### src/design/cda_pkg.sv
package cda_pkg;

  // Years are biased by a multiple of 400 so every day count stays positive
  localparam int YearBias  = 400;
  // Day counts are taken from March 1 of this year
  localparam int BaseYear  = 1900;
  localparam int BaseBiased = BaseYear + YearBias;
  // Days before the base year (in March-based years) from biased year zero
  localparam int BaseDays  = BaseBiased * 365 + BaseBiased / 4 - BaseBiased / 100
                             + BaseBiased / 400;

  // Day counts of 1902-01-01 and 2037-12-31 from 1900-03-01
  localparam int CountMin  = 671;
  localparam int CountMax  = 50344;

  // Reciprocals for constant division (estimate low by at most one)
  localparam int Recip100  = 655;    // 2^16 / 100
  localparam int Recip1461 = 45933;  // 2^26 / 1461

  // Day count handed from the forward half to the backward half
  typedef struct packed {
    logic [15:0] z;    // days since 1900-03-01, valid only when err is low
    logic        err;  // result year outside the supported range
  } count_t;

  // First day of a March-based month, 0 is March
  function automatic logic [8:0] month_start(input logic [3:0] mp);
    logic [8:0] s;
    case (mp)
      4'd0:    s = 9'd0;
      4'd1:    s = 9'd31;
      4'd2:    s = 9'd61;
      4'd3:    s = 9'd92;
      4'd4:    s = 9'd122;
      4'd5:    s = 9'd153;
      4'd6:    s = 9'd184;
      4'd7:    s = 9'd214;
      4'd8:    s = 9'd245;
      4'd9:    s = 9'd275;
      4'd10:   s = 9'd306;
      4'd11:   s = 9'd337;
      default: s = 9'd0;
    endcase
    return s;
  endfunction

endpackage

### src/design/cda_to_count.sv
// Forward half: date plus offset to a day count, three stages
module cda_to_count (
  input  logic                  clk_i,
  input  logic                  rst_ni,
  input  logic                  valid_i,
  output logic                  ready_o,
  input  logic [4:0]            start_day_i,
  input  logic [3:0]            start_month_i,
  input  logic [10:0]           start_year_i,
  input  logic signed [16:0]    day_offset_i,
  output logic                  valid_o,
  input  logic                  ready_i,
  output cda_pkg::count_t       cnt_o
);

  // stage valid bits and ready chain
  logic v1_q, v2_q, v3_q;
  logic rdy1, rdy2, rdy3;

  assign rdy3    = !v3_q || ready_i;
  assign rdy2    = !v2_q || rdy3;
  assign rdy1    = !v1_q || rdy2;
  assign ready_o = rdy1;
  assign valid_o = v3_q;

  // stage 1: month wrap, March-based year, month offset, /100 estimate
  logic [3:0]         m_n, mp;
  logic [11:0]        y_car, y_d, y_q;
  logic [8:0]         doy_d, doy_q;
  logic signed [17:0] dsum_d, dsum_q;
  logic [21:0]        p1_d, p1_q;

  always_comb begin
    if (start_month_i == 4'd0) begin
      m_n   = 4'd12;
      y_car = 12'(start_year_i) + 12'(cda_pkg::YearBias) - 12'd1;
    end else if (start_month_i > 4'd12) begin
      m_n   = start_month_i - 4'd12;
      y_car = 12'(start_year_i) + 12'(cda_pkg::YearBias) + 12'd1;
    end else begin
      m_n   = start_month_i;
      y_car = 12'(start_year_i) + 12'(cda_pkg::YearBias);
    end
    if (m_n <= 4'd2) begin
      y_d = y_car - 12'd1;
      mp  = m_n + 4'd9;
    end else begin
      y_d = y_car;
      mp  = m_n - 4'd3;
    end
    doy_d  = cda_pkg::month_start(mp);
    dsum_d = $signed({13'b0, start_day_i}) - 18'sd1 + 18'(day_offset_i);
    p1_d   = 22'(y_d) * 22'(cda_pkg::Recip100);
  end

  // stage 2: exact year/100, linear part of the day count
  logic [5:0]         q_est, q_d, q_q;
  logic [11:0]        rem100;
  logic signed [21:0] ylong;
  logic signed [21:0] part_d, part_q;

  always_comb begin
    q_est  = p1_q[21:16];
    rem100 = y_q - 12'(q_est) * 12'd100;
    q_d    = (rem100 >= 12'd100) ? q_est + 6'd1 : q_est;
    ylong  = $signed({10'b0, y_q});
    part_d = ylong * 22'sd365 + (ylong >>> 2) + $signed({13'b0, doy_q})
             + 22'(dsum_q) - 22'(cda_pkg::BaseDays);
  end

  // stage 3: century terms, range check on the count
  logic signed [21:0] z_full;
  logic [15:0]        z_q;
  logic               err_d, err_q;

  always_comb begin
    z_full = part_q - $signed({16'b0, q_q}) + $signed({18'b0, q_q[5:2]});
    err_d  = (z_full < 22'(cda_pkg::CountMin)) || (z_full > 22'(cda_pkg::CountMax));
  end

  // valid bits
  always_ff @(posedge clk_i or negedge rst_ni) begin
    if (!rst_ni) begin
      v1_q <= 1'b0;
      v2_q <= 1'b0;
      v3_q <= 1'b0;
    end else begin
      if (rdy1) v1_q <= valid_i;
      if (rdy2) v2_q <= v1_q;
      if (rdy3) v3_q <= v2_q;
    end
  end

  // payload registers
  always_ff @(posedge clk_i) begin
    if (rdy1 && valid_i) begin
      y_q    <= y_d;
      doy_q  <= doy_d;
      dsum_q <= dsum_d;
      p1_q   <= p1_d;
    end
    if (rdy2 && v1_q) begin
      q_q    <= q_d;
      part_q <= part_d;
    end
    if (rdy3 && v2_q) begin
      z_q    <= z_full[15:0];
      err_q  <= err_d;
    end
  end

  assign cnt_o.z   = z_q;
  assign cnt_o.err = err_q;

  // an in-range count fits the window of the backward half
  assert property (@(posedge clk_i) disable iff (!rst_ni)
    v3_q && !err_q |-> z_q >= 16'(cda_pkg::CountMin) && z_q <= 16'(cda_pkg::CountMax))
    else $error("in-range day count outside window");

endmodule

### src/design/cda_from_count.sv
// Backward half: day count to date, four stages ending in the output register
module cda_from_count (
  input  logic                  clk_i,
  input  logic                  rst_ni,
  input  logic                  valid_i,
  output logic                  ready_o,
  input  cda_pkg::count_t       cnt_i,
  output logic                  valid_o,
  input  logic                  ready_i,
  output logic [4:0]            result_day_o,
  output logic [3:0]            result_month_o,
  output logic [10:0]           result_year_o,
  output logic                  range_error_o
);

  // stage valid bits and ready chain
  logic v4_q, v5_q, v6_q, v7_q;
  logic rdy4, rdy5, rdy6, rdy7;

  assign rdy7    = !v7_q || ready_i;
  assign rdy6    = !v6_q || rdy7;
  assign rdy5    = !v5_q || rdy6;
  assign rdy4    = !v4_q || rdy5;
  assign ready_o = rdy4;
  assign valid_o = v7_q;

  // stage 4: reciprocal product for /1461
  logic [31:0] p2_d, p2_q;
  logic [15:0] z4_q;
  logic        e4_q;

  assign p2_d = 32'(cnt_i.z) * 32'(cda_pkg::Recip1461);

  // stage 5: four-year cycle index and day within the cycle
  logic [5:0]  k_est, k_d, k_q;
  logic [15:0] rr;
  logic [10:0] r_d, r_q;
  logic        e5_q;

  always_comb begin
    k_est = p2_q[31:26];
    rr    = z4_q - 16'(k_est) * 16'd1461;
    if (rr >= 16'd1461) begin
      k_d = k_est + 6'd1;
      r_d = 11'(rr - 16'd1461);
    end else begin
      k_d = k_est;
      r_d = rr[10:0];
    end
  end

  // stage 6: year within the cycle, day of the March-based year
  logic [1:0]  yoc;
  logic [7:0]  s_d, s_q;
  logic [8:0]  doy_d, doy_q;
  logic        e6_q;

  always_comb begin
    if (r_q >= 11'd1095)     yoc = 2'd3;
    else if (r_q >= 11'd730) yoc = 2'd2;
    else if (r_q >= 11'd365) yoc = 2'd1;
    else                     yoc = 2'd0;
    doy_d = 9'(r_q - 11'(yoc) * 11'd365);
    s_d   = {k_q, 2'b00} + 8'(yoc);
  end

  // stage 7: month search, day of month, calendar year
  logic [3:0]  mp, mm;
  logic [4:0]  dd;
  logic [10:0] ry;

  always_comb begin
    mp = 4'd0;
    for (int i = 1; i < 12; i++) begin
      if (doy_q >= cda_pkg::month_start(4'(i))) mp = 4'(i);
    end
    dd = 5'(doy_q - cda_pkg::month_start(mp) + 9'd1);
    mm = (mp < 4'd10) ? mp + 4'd3 : mp - 4'd9;
    ry = 11'(cda_pkg::BaseYear) + {3'b000, s_q} + {10'b0, (mm <= 4'd2)};
  end

  // valid bits
  always_ff @(posedge clk_i or negedge rst_ni) begin
    if (!rst_ni) begin
      v4_q <= 1'b0;
      v5_q <= 1'b0;
      v6_q <= 1'b0;
      v7_q <= 1'b0;
    end else begin
      if (rdy4) v4_q <= valid_i;
      if (rdy5) v5_q <= v4_q;
      if (rdy6) v6_q <= v5_q;
      if (rdy7) v7_q <= v6_q;
    end
  end

  // payload registers, result zeroed on range error
  always_ff @(posedge clk_i) begin
    if (rdy4 && valid_i) begin
      p2_q  <= p2_d;
      z4_q  <= cnt_i.z;
      e4_q  <= cnt_i.err;
    end
    if (rdy5 && v4_q) begin
      k_q   <= k_d;
      r_q   <= r_d;
      e5_q  <= e4_q;
    end
    if (rdy6 && v5_q) begin
      s_q   <= s_d;
      doy_q <= doy_d;
      e6_q  <= e5_q;
    end
    if (rdy7 && v6_q) begin
      range_error_o  <= e6_q;
      result_day_o   <= e6_q ? 5'd0  : dd;
      result_month_o <= e6_q ? 4'd0  : mm;
      result_year_o  <= e6_q ? 11'd0 : ry;
    end
  end

  // remainder correction leaves a day inside one cycle
  assert property (@(posedge clk_i) disable iff (!rst_ni)
    v5_q && !e5_q |-> r_q < 11'd1461)
    else $error("cycle remainder out of range");

  // cycle index stays inside the supported window
  assert property (@(posedge clk_i) disable iff (!rst_ni)
    v5_q && !e5_q |-> k_q <= 6'd34)
    else $error("cycle index out of range");

  // good results carry a real month and day
  assert property (@(posedge clk_i) disable iff (!rst_ni)
    v7_q && !range_error_o |-> result_month_o >= 4'd1 && result_month_o <= 4'd12
                               && result_day_o >= 5'd1)
    else $error("bad month or day on good result");

  // good results carry a year in range
  assert property (@(posedge clk_i) disable iff (!rst_ni)
    v7_q && !range_error_o |-> result_year_o >= 11'd1902 && result_year_o <= 11'd2037)
    else $error("good result year out of range");

endmodule

### src/design/calendar_date_add_days.sv
// Channel   Direction  Handshake                 Payload
// req       in         req_valid_i / req_stall_o start_day, start_month, start_year,
//                                                day_offset
// rsp       out        rsp_valid_o / rsp_stall_i result_day, result_month, result_year,
//                                                range_error
//
// One request per cycle unless req_stall_o is high; each accepted request passes through 7
// register stages (3 form the day count, 4 split it back through a /1461 reciprocal, the
// last being the output register).
// Reset clears only the stage valid bits; payload registers are not reset.
// A stalled response holds; empty stages still fill, so requests keep flowing
// until every stage holds a request.
module calendar_date_add_days (
  input  logic                clk_i,
  input  logic                rst_ni,
  input  logic                req_valid_i,
  output logic                req_stall_o,
  input  logic [4:0]          start_day_i,
  input  logic [3:0]          start_month_i,
  input  logic [10:0]         start_year_i,
  input  logic signed [16:0]  day_offset_i,
  output logic                rsp_valid_o,
  input  logic                rsp_stall_i,
  output logic [4:0]          result_day_o,
  output logic [3:0]          result_month_o,
  output logic [10:0]         result_year_o,
  output logic                range_error_o
);

  logic            fwd_ready;
  logic            cnt_valid;
  logic            cnt_ready;
  cda_pkg::count_t cnt;

  assign req_stall_o = !fwd_ready;

  // date to day count
  cda_to_count u_to_count (
    .clk_i         (clk_i),
    .rst_ni        (rst_ni),
    .valid_i       (req_valid_i),
    .ready_o       (fwd_ready),
    .start_day_i   (start_day_i),
    .start_month_i (start_month_i),
    .start_year_i  (start_year_i),
    .day_offset_i  (day_offset_i),
    .valid_o       (cnt_valid),
    .ready_i       (cnt_ready),
    .cnt_o         (cnt)
  );

  // day count to date
  cda_from_count u_from_count (
    .clk_i          (clk_i),
    .rst_ni         (rst_ni),
    .valid_i        (cnt_valid),
    .ready_o        (cnt_ready),
    .cnt_i          (cnt),
    .valid_o        (rsp_valid_o),
    .ready_i        (!rsp_stall_i),
    .result_day_o   (result_day_o),
    .result_month_o (result_month_o),
    .result_year_o  (result_year_o),
    .range_error_o  (range_error_o)
  );

endmodule

### config.mk
export PLATFORM = sky130hd
export DESIGN_NAME = calendar_date_add_days
export DESIGN_NICKNAME = d
export VERILOG_FILES = /design/src/design/cda_pkg.sv /design/src/design/cda_to_count.sv /design/src/design/cda_from_count.sv /design/src/design/calendar_date_add_days.sv
export SDC_FILE = /design/constraint.sdc
export NUM_CORES = 1
export LEC_CHECK = 0
export ABC_AREA = 1
export BUFFER_PORTS_ARGS = -buffer_cell sky130_fd_sc_hd__buf_2
export CAP_MARGIN = 20
export CORE_ASPECT_RATIO = 1.5
export CORE_UTILIZATION = 45
export DETAILED_ROUTE_END_ITERATION = 10
export PLACE_DENSITY = 0.67
export SKIP_CTS_REPAIR_TIMING = 1
export SYNTH_ARGS = -nofsm -noshare
export SYNTH_HDL_FRONTEND = slang
export SYNTH_SLANG_ARGS = --single-unit
### constraint.sdc
create_clock -name clk_i -period 16.9 [get_ports clk_i]
set_clock_uncertainty 0.1 [all_clocks]
set_input_delay 1.69 -clock clk_i [delete_from_list [all_inputs] [get_ports clk_i]]
set_output_delay 1.69 -clock clk_i [all_outputs]
set_load 0.01 [all_outputs]
==> run metrics <==
initial antenna violation count=0; DP Wirelength=45700 um; endpoints failing hold=0; Detailed Route Iter0 Violations=628; TritonCTS buffer count=17; Yosys reg bits=177; critical path class=in2reg; # diodes=0; Initial Util=45.4%; mapped cell area=24800 um^2; GRT Total Usage=19.5%; Post-route DRC=0; CTS clk-pin slew, worst paths=0.08 ns; FF+latch area=5280 um^2; type of the tightest min-delay check=reg2reg; Worst slew margin=30.4%; input/output buffers=63; Post-Route WL=52600 um; Critical path origin=start_month_i[2]; RSZ-0062 raised after global routing=false; CP max stage delay=0.56 ns; largest net degree at the start of global routing=46; root buffer cell=clkbuf_16; core area=54700 um^2; critical path launch point type=primary input; nature of the critical path endpoint=flop; met1 Track Usage GR=18.6%; Yosys warnings=0; critical-path maximum fanout=15; Clock Sinks=177; grt total ovfl=0; CTS tree=built; footprint of the multi-input gates=17100 um^2; Final min period=7.62 ns; max-cap viol count=0; Clock Latency Late Sink=0.47 ns; Setup-failing EPs final=0; layout cells sized above 1=5.01%; data required time of the worst path=17.02 ns; syn avg cell area=8.80 um^2; Slew @ Worst Pin=1.04 ns; Placement Cell Area=26000 um^2; Die H=290 um; Fillers=5222; first-pass GRT wire length=87800 um; nets=3635; most used cell, CP=inv_1; worst path arrival time=7.75 ns; RePlAce Congestion=0.918; Synth Instances=2822; Net Count, Synth=3554; grt peak-use layer=met2; die area=56100 um^2; standard-cell rows=105; grt met2 use=41.0%; area grow syn2layout=7.52%; Critical-path top delay cell=fa_1; vias in the first global route=19200; reg2reg setup slack=10.03 ns; period utilisation layout=45.1%; Detailed Routing Iterations Pass 1=8; DR vias=18500; r2r startpoint=u_to_count.y_q[7]; Max clock buf depth=2; H-tree depth=4; reg2reg end=u_to_count.part_q[19]; synth unique cells=51; cell area after layout=26700 um^2; Final Max Slew Viols=0; wire per inst=14.6 um; worst hold slack=0.322 ns; I/O pin count=64; Util after Layout=48.9%; Final TNS setup=0 ns; reg2reg path depth=22; outcome=finished clean; met3 Use GR=2.17%; sequential share of the synthesized area=21.3%; Vias/cell=5.12; Die W=194 um; fmax=131 MHz; DRT antenna net count=0; Critical Path End=u_to_count.p1_q[19]
## per-stage QoR
step | cells | setup WS, ns
global placement | 3577 | 8.86
CTS | 3609 | 9.28
finish | 3611 | 9.28
global route | 3611 | 8.79
detailed placement | 3577 | 8.74
floorplan | 2822 | 9.50
## how the worst min path moves through the flow
stage / cells past startpoint / end / slack [ns] / start
after floorplan: 0 / u_from_count.e4_q / 0.30 / u_to_count.err_q
after global placement: 0 / u_from_count.s_q[6] / 0.30 / u_from_count.k_q[4]
after detailed placement: 0 / u_from_count.s_q[5] / 0.31 / u_from_count.k_q[3]
after CTS: 0 / u_from_count.s_q[5] / 0.32 / u_from_count.k_q[3]
after global routing: 0 / u_from_count.s_q[2] / 0.33 / u_from_count.k_q[0]
final: 0 / u_from_count.s_q[6] / 0.32 / u_from_count.k_q[4]
## worst max-delay path: cells and delay by family
family          cells  cell delay (ns)
buf+inv             9             0.74
simple gates        8             1.26
fa+ha+maj           7             2.87
compound gates      6             1.03
xor+xnor            1             0.14
## synthesized netlist by cell type (all sizes together)
master,count,area share (%)
o21ai,108,2.2
inv,655,9.9
dfrtp,7,0.71
ha,469,24
a21oi,164,3.4
a21boi,9,0.29
nor2,152,2.4
a211oi,4,0.12
nand4,50,1.3
and3,1,0.025
a31oi,7,0.18
o211ai,9,0.27
a22oi,1,0.030
o21bai,12,0.36
fa,222,18
a221oi,4,0.14
o21a,5,0.15
or2,3,0.076
nand3,112,2.4
clkbuf,3,0.045
a21o,12,0.36
and2,2,0.050
buf,5,0.14
o22ai,3,0.13
edfxtp,170,21
nor3,22,0.44
xor2,105,3.8
a221o,1,0.040
xnor2,49,1.7
nand2,437,6.8
nand3b,4,0.12
nor4,9,0.23
o31ai,3,0.091
o41ai,1,0.035
o2111ai,2,0.071
## flip-flops by register name, indices dropped and copies added (netlist names), 11 cells and up
| signal | flops |
|---|---|
| u_from_count.result_year_o | 11 |
| u_from_count.z4_q | 16 |
| u_to_count.dsum_q | 18 |
| u_from_count.r_q | 11 |
| u_to_count.y_q | 11 |
| u_to_count.z_q | 16 |
| u_to_count.part_q | 22 |
## layer usage
layer	up-vias	wire, um
met5	-	0
met4	0	2200
met3	104	1170
met2	287	30100
met1	8781	19100
li1	9319	-
## cells by family after synthesis
kind of cell               synth area share [%]
AOI/OAI and AO/OA                          7.83
xor gates and xnor gates                   5.52
adders and majority gates                  41.5
buffers and inverters                      10.1
DFF                                        21.3
and+or+nand+nor                            13.8
## layout make-up
cell class | instances | area share [%]
Tap cell | 695 | 3.26
Multi-Input combinational cell | 1982 | 63.9
Clock inverter | 15 | 0.783
Inverter | 655 | 9.21
Clock buffer | 17 | 1.59
Timing Repair Buffer | 70 | 1.48
Sequential cell | 177 | 19.8
## cell usage in the layout (no fill, tap or decap), drive strengths merged
| cell | instances |
|---|---|
| a211oi | 4 |
| a21boi | 9 |
| a21o | 12 |
| a21oi | 164 |
| a221o | 1 |
| a221oi | 4 |
| a22oi | 1 |
| a31oi | 7 |
| and2 | 2 |
| and3 | 1 |
| buf | 70 |
| clkbuf | 17 |
| clkinv | 3 |
| dfrtp | 7 |
| edfxtp | 170 |
| fa | 222 |
| ha | 469 |
| inv | 667 |
| nand2 | 437 |
| nand3 | 112 |
| nand3b | 4 |
| nand4 | 50 |
| nor2 | 152 |
| nor3 | 22 |
| nor4 | 9 |
| o2111ai | 2 |
| o211ai | 9 |
| o21a | 5 |
| o21ai | 108 |
| o21bai | 12 |
| o22ai | 3 |
| o31ai | 3 |
| o41ai | 1 |
| or2 | 3 |
| xnor2 | 49 |
| xor2 | 105 |
Power is left out: the tool's default activity adds up to more than one toggle a clock period on the data nets, which glitch-free logic cannot reach.
